<file path="src/rtl/assert_macros.svh">
// Assertion macros shared by the RTL of this block.
// Every use samples on clk_i and is disabled while rst_ni is low.
`ifndef ASSERT_MACROS_SVH
`define ASSERT_MACROS_SVH

`ifndef ASSERT_OFF

`define ASSERT_CLK(lbl, prop, msg) \
  lbl: assert property (@(posedge clk_i) disable iff (!rst_ni) (prop)) else $error(msg);

`define ASSERT_NEVER(lbl, cond, msg) \
  lbl: assert property (@(posedge clk_i) disable iff (!rst_ni) !(cond)) else $error(msg);

`else

`define ASSERT_CLK(lbl, prop, msg)

`define ASSERT_NEVER(lbl, cond, msg)

`endif

`endif

</file>
<file path="src/rtl/auhlc_pkg.sv">
`timescale 1ns / 1ps

package auhlc_pkg;

  localparam int unsigned HdrBytes        = 24;
  localparam int unsigned EncMax          = 27;
  localparam int unsigned DivSteps        = 42;
  localparam int unsigned DefaultQueueDepth = 2;

  localparam logic [31:0] Magic       = 32'h2e73_6e64;
  localparam logic [31:0] NoSize      = 32'hffff_ffff;
  localparam logic [31:0] DefaultRate = 32'd8000;
  localparam logic [9:0]  MsPerS      = 10'd1000;

  typedef enum logic [1:0] {
    StatusParsed    = 2'd0,
    StatusDefault   = 2'd1,
    StatusBadOffset = 2'd2
  } status_e;

  typedef struct packed {
    status_e     status;
    logic [31:0] rate;
    logic [31:0] nbytes;
    logic [7:0]  bpf;
  } job_t;

  // Bytes per sample for each encoding code.
  function automatic logic [3:0] enc_bytes(input logic [4:0] enc);
    logic [3:0] b;
    case (enc)
      5'd1, 5'd2, 5'd27: b = 4'd1;
      5'd3:              b = 4'd2;
      5'd4:              b = 4'd3;
      5'd5, 5'd6:        b = 4'd4;
      5'd7:              b = 4'd8;
      default:           b = 4'd0;
    endcase
    return b;
  endfunction

endpackage

</file>
<file path="src/rtl/auhlc_front.sv">
`timescale 1ns / 1ps
`include "assert_macros.svh"

module auhlc_front (
  input  logic               clk_i,
  input  logic               rst_ni,
  input  logic               cfg_valid_i,
  input  logic [31:0]        cfg_data_i,
  input  logic               valid_i,
  output logic               ready_o,
  input  logic [7:0]         byte_i,
  input  logic               last_i,
  output logic               job_valid_o,
  input  logic               job_ready_i,
  output auhlc_pkg::job_t    job_o
);

  logic [4:0]  cnt_q, cnt_d;
  logic        pending_q, pending_d;
  logic        full_q, full_d;
  logic [31:0] file_size_q;
  logic [7:0]  hdr_q [auhlc_pkg::HdrBytes];
  logic        accept;

  logic [31:0] magic, off, size, enc, rate, chan;
  logic        bad_off;
  logic [3:0]  tab;
  logic [11:0] bpf_full;

  assign ready_o     = !pending_q;
  assign accept      = valid_i && ready_o;
  assign job_valid_o = pending_q;

  always_comb begin
    cnt_d     = cnt_q;
    pending_d = pending_q;
    full_d    = full_q;
    if (accept) begin
      if (cnt_q < 5'(auhlc_pkg::HdrBytes)) begin
        cnt_d = cnt_q + 5'd1;
      end
      if (last_i) begin
        cnt_d     = '0;
        pending_d = 1'b1;
        full_d    = (cnt_q >= 5'(auhlc_pkg::HdrBytes - 1));
      end
    end
    if (pending_q && job_ready_i) begin
      pending_d = 1'b0;
    end
  end

  always_ff @(posedge clk_i or negedge rst_ni) begin
    if (!rst_ni) begin
      cnt_q       <= '0;
      pending_q   <= 1'b0;
      full_q      <= 1'b0;
      file_size_q <= '0;
    end else begin
      cnt_q     <= cnt_d;
      pending_q <= pending_d;
      full_q    <= full_d;
      if (cfg_valid_i) begin
        file_size_q <= cfg_data_i;
      end
    end
  end

  always_ff @(posedge clk_i) begin
    if (accept && (cnt_q < 5'(auhlc_pkg::HdrBytes))) begin
      hdr_q[cnt_q] <= byte_i;
    end
  end

  assign magic = {hdr_q[0],  hdr_q[1],  hdr_q[2],  hdr_q[3]};
  assign off   = {hdr_q[4],  hdr_q[5],  hdr_q[6],  hdr_q[7]};
  assign size  = {hdr_q[8],  hdr_q[9],  hdr_q[10], hdr_q[11]};
  assign enc   = {hdr_q[12], hdr_q[13], hdr_q[14], hdr_q[15]};
  assign rate  = {hdr_q[16], hdr_q[17], hdr_q[18], hdr_q[19]};
  assign chan  = {hdr_q[20], hdr_q[21], hdr_q[22], hdr_q[23]};

  assign bad_off  = off[31] || (off < 32'(auhlc_pkg::HdrBytes));
  assign tab      = (enc > 32'(auhlc_pkg::EncMax)) ? 4'd0 : auhlc_pkg::enc_bytes(enc[4:0]);
  assign bpf_full = {8'd0, tab} * {4'd0, chan[7:0]};

  always_comb begin
    if (!full_q || (magic != auhlc_pkg::Magic)) begin
      job_o.status = auhlc_pkg::StatusDefault;
      job_o.rate   = auhlc_pkg::DefaultRate;
      job_o.nbytes = file_size_q;
      job_o.bpf    = 8'd1;
    end else if (bad_off) begin
      job_o.status = auhlc_pkg::StatusBadOffset;
      job_o.rate   = '0;
      job_o.nbytes = '0;
      job_o.bpf    = '0;
    end else begin
      job_o.status = auhlc_pkg::StatusParsed;
      job_o.rate   = rate;
      job_o.nbytes = (size == auhlc_pkg::NoSize) ? (file_size_q - off) : size;
      job_o.bpf    = bpf_full[7:0];
    end
  end

  `ASSERT_NEVER(a_cnt_range, cnt_q > 5'(auhlc_pkg::HdrBytes), "header byte count overran")
  `ASSERT_CLK(a_cnt_clear, pending_q |-> (cnt_q == 5'd0), "count not cleared after last byte")

endmodule

</file>
<file path="src/rtl/auhlc_fifo.sv">
`timescale 1ns / 1ps
`include "assert_macros.svh"

module auhlc_fifo #(
  parameter int unsigned Depth = auhlc_pkg::DefaultQueueDepth
) (
  input  logic            clk_i,
  input  logic            rst_ni,
  input  logic            push_valid_i,
  output logic            push_ready_o,
  input  auhlc_pkg::job_t push_data_i,
  output logic            pop_valid_o,
  input  logic            pop_ready_i,
  output auhlc_pkg::job_t pop_data_o
);

  localparam int unsigned PtrW = (Depth > 1) ? $clog2(Depth) : 1;
  localparam int unsigned CntW = $clog2(Depth + 1);

  auhlc_pkg::job_t mem_q [Depth];
  logic [PtrW-1:0] wr_q, rd_q;
  logic [CntW-1:0] cnt_q;
  logic            push, pop;

  assign push_ready_o = (cnt_q != CntW'(Depth));
  assign pop_valid_o  = (cnt_q != '0);
  assign push         = push_valid_i && push_ready_o;
  assign pop          = pop_valid_o && pop_ready_i;
  assign pop_data_o   = mem_q[rd_q];

  always_ff @(posedge clk_i or negedge rst_ni) begin
    if (!rst_ni) begin
      wr_q  <= '0;
      rd_q  <= '0;
      cnt_q <= '0;
    end else begin
      if (push) begin
        wr_q <= (wr_q == PtrW'(Depth - 1)) ? '0 : wr_q + PtrW'(1);
      end
      if (pop) begin
        rd_q <= (rd_q == PtrW'(Depth - 1)) ? '0 : rd_q + PtrW'(1);
      end
      if (push && !pop) begin
        cnt_q <= cnt_q + CntW'(1);
      end else if (pop && !push) begin
        cnt_q <= cnt_q - CntW'(1);
      end
    end
  end

  always_ff @(posedge clk_i) begin
    if (push) begin
      mem_q[wr_q] <= push_data_i;
    end
  end

  `ASSERT_NEVER(a_fifo_count, cnt_q > CntW'(Depth), "queue count beyond depth")

endmodule

</file>
<file path="src/rtl/auhlc_back.sv">
`timescale 1ns / 1ps
`include "assert_macros.svh"

module auhlc_back (
  input  logic            clk_i,
  input  logic            rst_ni,
  input  logic            job_valid_i,
  output logic            job_ready_o,
  input  auhlc_pkg::job_t job_i,
  output logic            out_valid_o,
  input  logic            out_ready_i,
  output logic [1:0]      status_o,
  output logic [31:0]     rate_o,
  output logic [31:0]     length_o,
  output logic            fault_o
);

  typedef enum logic [1:0] {
    StIdle,
    StMul,
    StDiv,
    StOut
  } state_e;

  state_e              state_q;
  logic [5:0]          step_q;
  logic [31:0]         nbytes_q;
  logic [7:0]          bpf_q;
  logic [31:0]         divisor_q;
  logic [31:0]         rem_q;
  logic [41:0]         dq_q;
  auhlc_pkg::status_e  status_q;
  logic [31:0]         rate_q;
  logic [31:0]         length_q;
  logic                fault_q;

  logic [41:0] dividend;
  logic [31:0] div_prod;
  logic [32:0] rem_sh;
  logic        ge;

  assign job_ready_o = (state_q == StIdle);
  assign out_valid_o = (state_q == StOut);
  assign status_o    = status_q;
  assign rate_o      = rate_q;
  assign length_o    = length_q;
  assign fault_o     = fault_q;

  assign dividend = {10'd0, nbytes_q} * {32'd0, auhlc_pkg::MsPerS};
  assign div_prod = {24'd0, bpf_q} * rate_q;
  assign rem_sh   = {rem_q, dq_q[41]};
  assign ge       = (rem_sh >= {1'b0, divisor_q});

  always_ff @(posedge clk_i or negedge rst_ni) begin
    if (!rst_ni) begin
      state_q   <= StIdle;
      step_q    <= '0;
      nbytes_q  <= '0;
      bpf_q     <= '0;
      divisor_q <= '0;
      rem_q     <= '0;
      dq_q      <= '0;
      status_q  <= auhlc_pkg::StatusParsed;
      rate_q    <= '0;
      length_q  <= '0;
      fault_q   <= 1'b0;
    end else begin
      case (state_q)
        StIdle: begin
          if (job_valid_i) begin
            status_q <= job_i.status;
            rate_q   <= job_i.rate;
            nbytes_q <= job_i.nbytes;
            bpf_q    <= job_i.bpf;
            if (job_i.status == auhlc_pkg::StatusBadOffset) begin
              length_q <= '0;
              fault_q  <= 1'b0;
              state_q  <= StOut;
            end else begin
              state_q <= StMul;
            end
          end
        end
        StMul: begin
          dq_q      <= dividend;
          divisor_q <= div_prod;
          rem_q     <= '0;
          step_q    <= '0;
          state_q   <= StDiv;
        end
        StDiv: begin
          if (divisor_q == '0) begin
            length_q <= '0;
            fault_q  <= 1'b1;
            state_q  <= StOut;
          end else begin
            rem_q  <= ge ? 32'(rem_sh - {1'b0, divisor_q}) : rem_sh[31:0];
            dq_q   <= {dq_q[40:0], ge};
            step_q <= step_q + 6'd1;
            if (step_q == 6'(auhlc_pkg::DivSteps - 1)) begin
              length_q <= {dq_q[30:0], ge};
              fault_q  <= 1'b0;
              state_q  <= StOut;
            end
          end
        end
        StOut: begin
          if (out_ready_i) begin
            state_q <= StIdle;
          end
        end
        default: state_q <= StIdle;
      endcase
    end
  end

  `ASSERT_CLK(a_rem_below_div, ((state_q == StDiv) && (divisor_q != '0)) |-> (rem_q < divisor_q),
              "divider remainder not below divisor")
  `ASSERT_CLK(a_fault_zero, (out_valid_o && fault_q) |-> (length_q == '0),
              "fault result with nonzero length")

endmodule

</file>
<file path="src/rtl/au_header_length_calc_core.sv">
`timescale 1ns / 1ps

// Sun audio header length calculator. File bytes are taken one per cycle on the
// slave stream while the front end holds no classified header; the first 24 are
// kept and tlast closes the file. The cycle after the last byte the header is
// classified and queued when the queue has room, and a new file can start once it
// has been queued. A queued header is loaded into the back end, multiplied, divided
// by a one-bit-per-cycle shift-subtract divider and then presented as the result
// until it is taken. A zero divisor skips the divide, and a bad data offset goes
// straight from loading to the result. Up to QueueDepth classified headers wait
// while the divider is busy and one more is held in the front end, which then
// stalls the slave side until the queue has room. The file size register is always
// ready; it is read when a file's last byte is classified, so it must be written
// only between files by the user; the block itself does not enforce this.
module au_header_length_calc_core #(
  parameter int unsigned QueueDepth = auhlc_pkg::DefaultQueueDepth
) (
  input  logic        clk_i,
  input  logic        rst_ni,
  input  logic        cfg_valid_i,
  output logic        cfg_ready_o,
  input  logic [31:0] cfg_data_i,      // file_size
  input  logic        s_axis_tvalid,
  output logic        s_axis_tready,
  input  logic [7:0]  s_axis_tdata,    // [7:0] header_byte
  input  logic        s_axis_tlast,
  output logic        m_axis_tvalid,
  input  logic        m_axis_tready,
  output logic [63:0] m_axis_tdata,    // [31:0] sample_rate, [63:32] length_ms
  output logic [2:0]  m_axis_tuser     // [1:0] status, [2] divide_fault
);

  auhlc_pkg::job_t front_job, back_job;
  logic            front_valid, front_ready, back_valid, back_ready;
  logic [1:0]      status;
  logic [31:0]     rate, length;
  logic            fault;

  assign cfg_ready_o = 1'b1;

  auhlc_front u_front (
    .clk_i       (clk_i),
    .rst_ni      (rst_ni),
    .cfg_valid_i (cfg_valid_i),
    .cfg_data_i  (cfg_data_i),
    .valid_i     (s_axis_tvalid),
    .ready_o     (s_axis_tready),
    .byte_i      (s_axis_tdata),
    .last_i      (s_axis_tlast),
    .job_valid_o (front_valid),
    .job_ready_i (front_ready),
    .job_o       (front_job)
  );

  auhlc_fifo #(
    .Depth (QueueDepth)
  ) u_fifo (
    .clk_i        (clk_i),
    .rst_ni       (rst_ni),
    .push_valid_i (front_valid),
    .push_ready_o (front_ready),
    .push_data_i  (front_job),
    .pop_valid_o  (back_valid),
    .pop_ready_i  (back_ready),
    .pop_data_o   (back_job)
  );

  auhlc_back u_back (
    .clk_i       (clk_i),
    .rst_ni      (rst_ni),
    .job_valid_i (back_valid),
    .job_ready_o (back_ready),
    .job_i       (back_job),
    .out_valid_o (m_axis_tvalid),
    .out_ready_i (m_axis_tready),
    .status_o    (status),
    .rate_o      (rate),
    .length_o    (length),
    .fault_o     (fault)
  );

  assign m_axis_tdata = {length, rate};
  assign m_axis_tuser = {fault, status};

endmodule

</file>
<file path="config.mk">
export PLATFORM = sky130hd
export DESIGN_NAME = au_header_length_calc_core
export DESIGN_NICKNAME = d
export VERILOG_FILES = /design/src/rtl/auhlc_pkg.sv /design/src/rtl/auhlc_front.sv /design/src/rtl/auhlc_fifo.sv /design/src/rtl/auhlc_back.sv /design/src/rtl/au_header_length_calc_core.sv
export VERILOG_INCLUDE_DIRS = /design/src /design/src/rtl
export SDC_FILE = /design/constraint.sdc
export NUM_CORES = 2
export LEC_CHECK = 0
export CORE_MARGIN = 3
export CORE_UTILIZATION = 60
export CTS_BUF_LIST = sky130_fd_sc_hd__clkbuf_2 sky130_fd_sc_hd__clkbuf_4 sky130_fd_sc_hd__clkbuf_8
export DETAILED_ROUTE_END_ITERATION = 16
export DONT_BUFFER_PORTS = 1
export GPL_TIMING_DRIVEN = 1
export HOLD_SLACK_MARGIN = 0.08
export PLACE_DENSITY = 0.76
export SETUP_SLACK_MARGIN = 0.2
export SYNTH_ARGS = -nofsm -noshare
export SYNTH_HDL_FRONTEND = slang
export SYNTH_HIERARCHICAL = 1
export SYNTH_SLANG_ARGS = --single-unit
</file>
<file path="constraint.sdc">
create_clock -name clk_i -period 6.36 [get_ports clk_i]
set_input_delay 0.636 -clock clk_i [delete_from_list [all_inputs] [get_ports clk_i]]
set_output_delay 0.636 -clock clk_i [all_outputs]
set_load 0.05 [all_outputs]
</file>
==> summary.md <==
| Metric | Value |
|---|---|
| Clk_skew | roughly 0.061 ns |
| Via density | 5.81 |
| Initial Util | 61.1% |
| WP data arrival | 6.34 ns |
| Fillers | 4,767 |
| Number of hold buffers added after cts | 42 |
| Clk sinks | between 500 and 600 |
| R2R Setup Slk | 0.57 ns |
| Post-synth EDFFs | 316 |
| # DRC | 0 |
| Crit-path max cell delay | 0.96 ns |
| Clk buf depth | 3 |
| Post-CTS Setup Bufs | 0 |
| Slew headroom | 21.9% |
| First-pass GRT wire length | ~140 mm |
| Slew Viols, Final | 0 |
| RR Endpoint | u_back/divisor_q[30]$_DFFE_PN0P_ |
| WL/cell | 19.8 µm |
| Synth cell types | 86 |
| Synth Warn # | 6 |
| CP startpoint kind | flop |
| Setup TNS | 0 ns |
| CTS tree | yes |
| Setup crit end | u_back/divisor_q[30]$_DFFE_PN0P_ |
| Register area | around 16,000 µm² |
| Max Clk Rate | about 0.17 GHz |
| Slowest cell on crit path | dfrtp_1 |
| 1st-iter DRT viols | 1,935 |
| CORE AREA | 63,400 µm² |
| Layout cells sized above 1 | 11.8% |
| Vias in the first global route | 26.9k |
| Remaining global-route overflow | 0 |
| Syn Inst Count | 3,483 |
| Final hold vios | 264 |
| Syn Std Cell Area | a little under 40,000 µm² |
| Worst-Skew Late Latency | around 0.73 ns |
| HPWL after DPL | 63.9 mm |
| Root Driver | clkbuf_8 |
| Slew @ Worst Pin | 1.17 ns |
| Crit Path Category | flop to flop |
| Most frequent CP cell | fa_1 |
| Outcome | finished, violations left |
| Worst path cell trace | nand2_1 > fa_1 > fa_1 > fa_1 > fa_1 > inv_1 > ha_1 > o21ai_0 > o21bai_1 > a21oi_1 > o41ai_2 > a221oi_2 > o21ai_1 > a211oi_1 > o21a_1 > o31a_1 |
| Num rows | 92 |
| Failing checks | negative hold slack |
| Num CTS Buffers | 95 |
| Depth of the worst register-to-register path | 16 |
| Total die area | 67,600 µm² |
| Crit path capture type | flop |
| Primary FF master, synth | edfxtp_1 |
| Fin crit share | 91.0% |
| Synth Area per Inst | 11.1 µm² |
| Nets | 4,068 |
| Critical Path Source | u_back/bpf_q[4]$_DFFE_PN0P_ |
| Port buffer count | 0 |
| Max-cap viol count | 0 |
| Max FO, Critical Path | 29 |
| Mapped Nets | 4,023 |
| H-tree depth | 3 |
| CTS resizes | 0 |
| Worst r2r src | u_back/bpf_q[4]$_DFFE_PN0P_ |
| Tmin final | between 5 and 6 ns |
| DRT antenna net count | 0 |
| FF+latch count, synth | slightly below 600 |
| Minimum hold slack | -0.373 ns |
| Area Overhead vs Synth | 8.48% |
| Unrepaired setup endpoints after global routing | no |
| Total GRT Usage | 26.8% |
| Critical Path RT | 6.91 ns |
| Die width | approximately 260 µm |
| Ys async rst share | 45.5% |
| Final core occ | between 60% and 70% |
| Post-synthesis sequential area ratio | 41.6% |
| Initial antenna violation count | 1 |
| Via count | 25.9k |
| Largest net degree at the start of global routing | 265 |
| Final wirelength | around 90 mm |
| GPL Wtd Cong | 0.911 |
| Drt first pass iters | 5 |
| Footprint of the multi-input gates | 20,400 µm² |
| Endpoints failing setup | 0 |
| I/O pins | 116 |
| Clk slew on worst S/H paths | 0.07 ns |
| Chip Height | 260 µm |
| Worst hold path class | primary input to async pin |
## sequential cells by signal, summed over array words and instances (netlist names), 5 cells and up
signal               flops
u_front/hdr_q          168
u_fifo/mem_q           148
u_back/dq_q             42
u_back/divisor_q        32
u_back/length_o         32
u_back/nbytes_q         32
u_back/rate_o           32
u_back/rem_q            32
u_front/file_size_q     32
u_back/bpf_q             8
u_back/step_q            6
u_front/cnt_q            5
## layout by cell type (no fill, tap or decap), types with 130 or more instances in the layout
master    instances
inv_1           448
dfrtp_1         263
o21ai_0         164
nand2_1         330
fa_1            285
ha_1            208
and2_1          198
a21oi_1         131
edfxtp_1        316
mux2_2          130
## routing by layer
metal | part of all wire [%] | wire (µm) | up-vias | global-route usage, %
met5 | 0 | 0 | - | 0
met4 | 2.4 | 2080 | 0 | 7.49
met3 | 6.0 | 5330 | 139 | 4.56
met2 | 47 | 41200 | 803 | 43.2
met1 | 45 | 39700 | 12900 | 38.0
li1 | - | - | 12100 | -
## Yosys cell counts, types with 34 or more instances
cell type / n / area share (%)
ha_1: 209 / 6.8
mux2_2: 130 / 3.8
a21oi_1: 131 / 1.7
mux2_4: 50 / 1.9
a21o_1: 58 / 1.1
and2_1: 198 / 3.2
xor2_1: 51 / 1.2
dfrtp_1: 264 / 17
fa_1: 285 / 15
o21ai_0: 165 / 2.1
xnor2_1: 75 / 1.7
nor2_1: 118 / 1.1
edfxtp_1: 316 / 24
nand2_1: 332 / 3.2
o22ai_1: 34 / 0.55
inv_1: 448 / 4.3
clkbuf_1: 95 / 0.92
## metrics by stage
stage                     hold slack [ns]  cells  worst slack (ns)  cell area [µm²]
after floorplan                     0.340   3483              1.22            38700
after global placement              0.358   4235             0.778            39500
after detailed placement            0.358   4235             0.710            39500
after CTS                          -0.440   4455             0.647            42000
after global routing               -0.424   4456             0.271            42000
final                              -0.373   4457             0.571            42000
## worst max-delay path, delay by kind of cell, from the launching register on
| family | cells | cell delay [ns] |
|---|---|---|
| buf+inv | 1 | 0.04 |
| simple gates | 1 | 0.18 |
| compound gates | 9 | 2.05 |
| flops | 1 | 0.96 |
| fa+ha+maj | 5 | 2.37 |
## cell families after synthesis
group,count (synthesis),synth area share [%]
adder cells (fa/ha/maj),494,21.5
other,1,0.00968
flip-flops,580,41.6
AO/OA/AOI/OAI,636,10.8
buffers and inverters,572,5.77
XOR/XNOR,126,2.85
multiplexers,199,6.21
AND/OR/NAND/NOR,875,11.3
## cell type report
class,instances,share of cell area [%]
inverter,449,4.01
timing repair buffer,71,1.54
tap,846,2.52
multi-input combinational,2331,48.7
sequential,580,38.3
antenna,2,0.0119
clock inverter,28,0.679
clock buffer,150,4.27
## how the worst min path moves through the flow
| stage | depth (start not counted) | end | startpoint | slack (ns) |
|---|---|---|---|---|
| finish | 0 | u_back/rem_q[5]$_DFFE_PN0P_ | rst_ni | -0.37 |
| global route | 0 | u_back/rem_q[5]$_DFFE_PN0P_ | rst_ni | -0.42 |
| CTS | 0 | u_back/rem_q[5]$_DFFE_PN0P_ | rst_ni | -0.44 |
| detailed placement | 0 | u_back/rem_q[5]$_DFFE_PN0P_ | rst_ni | 0.36 |
| global placement | 0 | u_back/rem_q[6]$_DFFE_PN0P_ | rst_ni | 0.36 |
| floorplan | 0 | u_back/bpf_q[0]$_DFFE_PN0P_ | rst_ni | 0.34 |
Power is not shown: default switching activity piles up to over one toggle a cycle in this logic, so the estimate is an artifact.
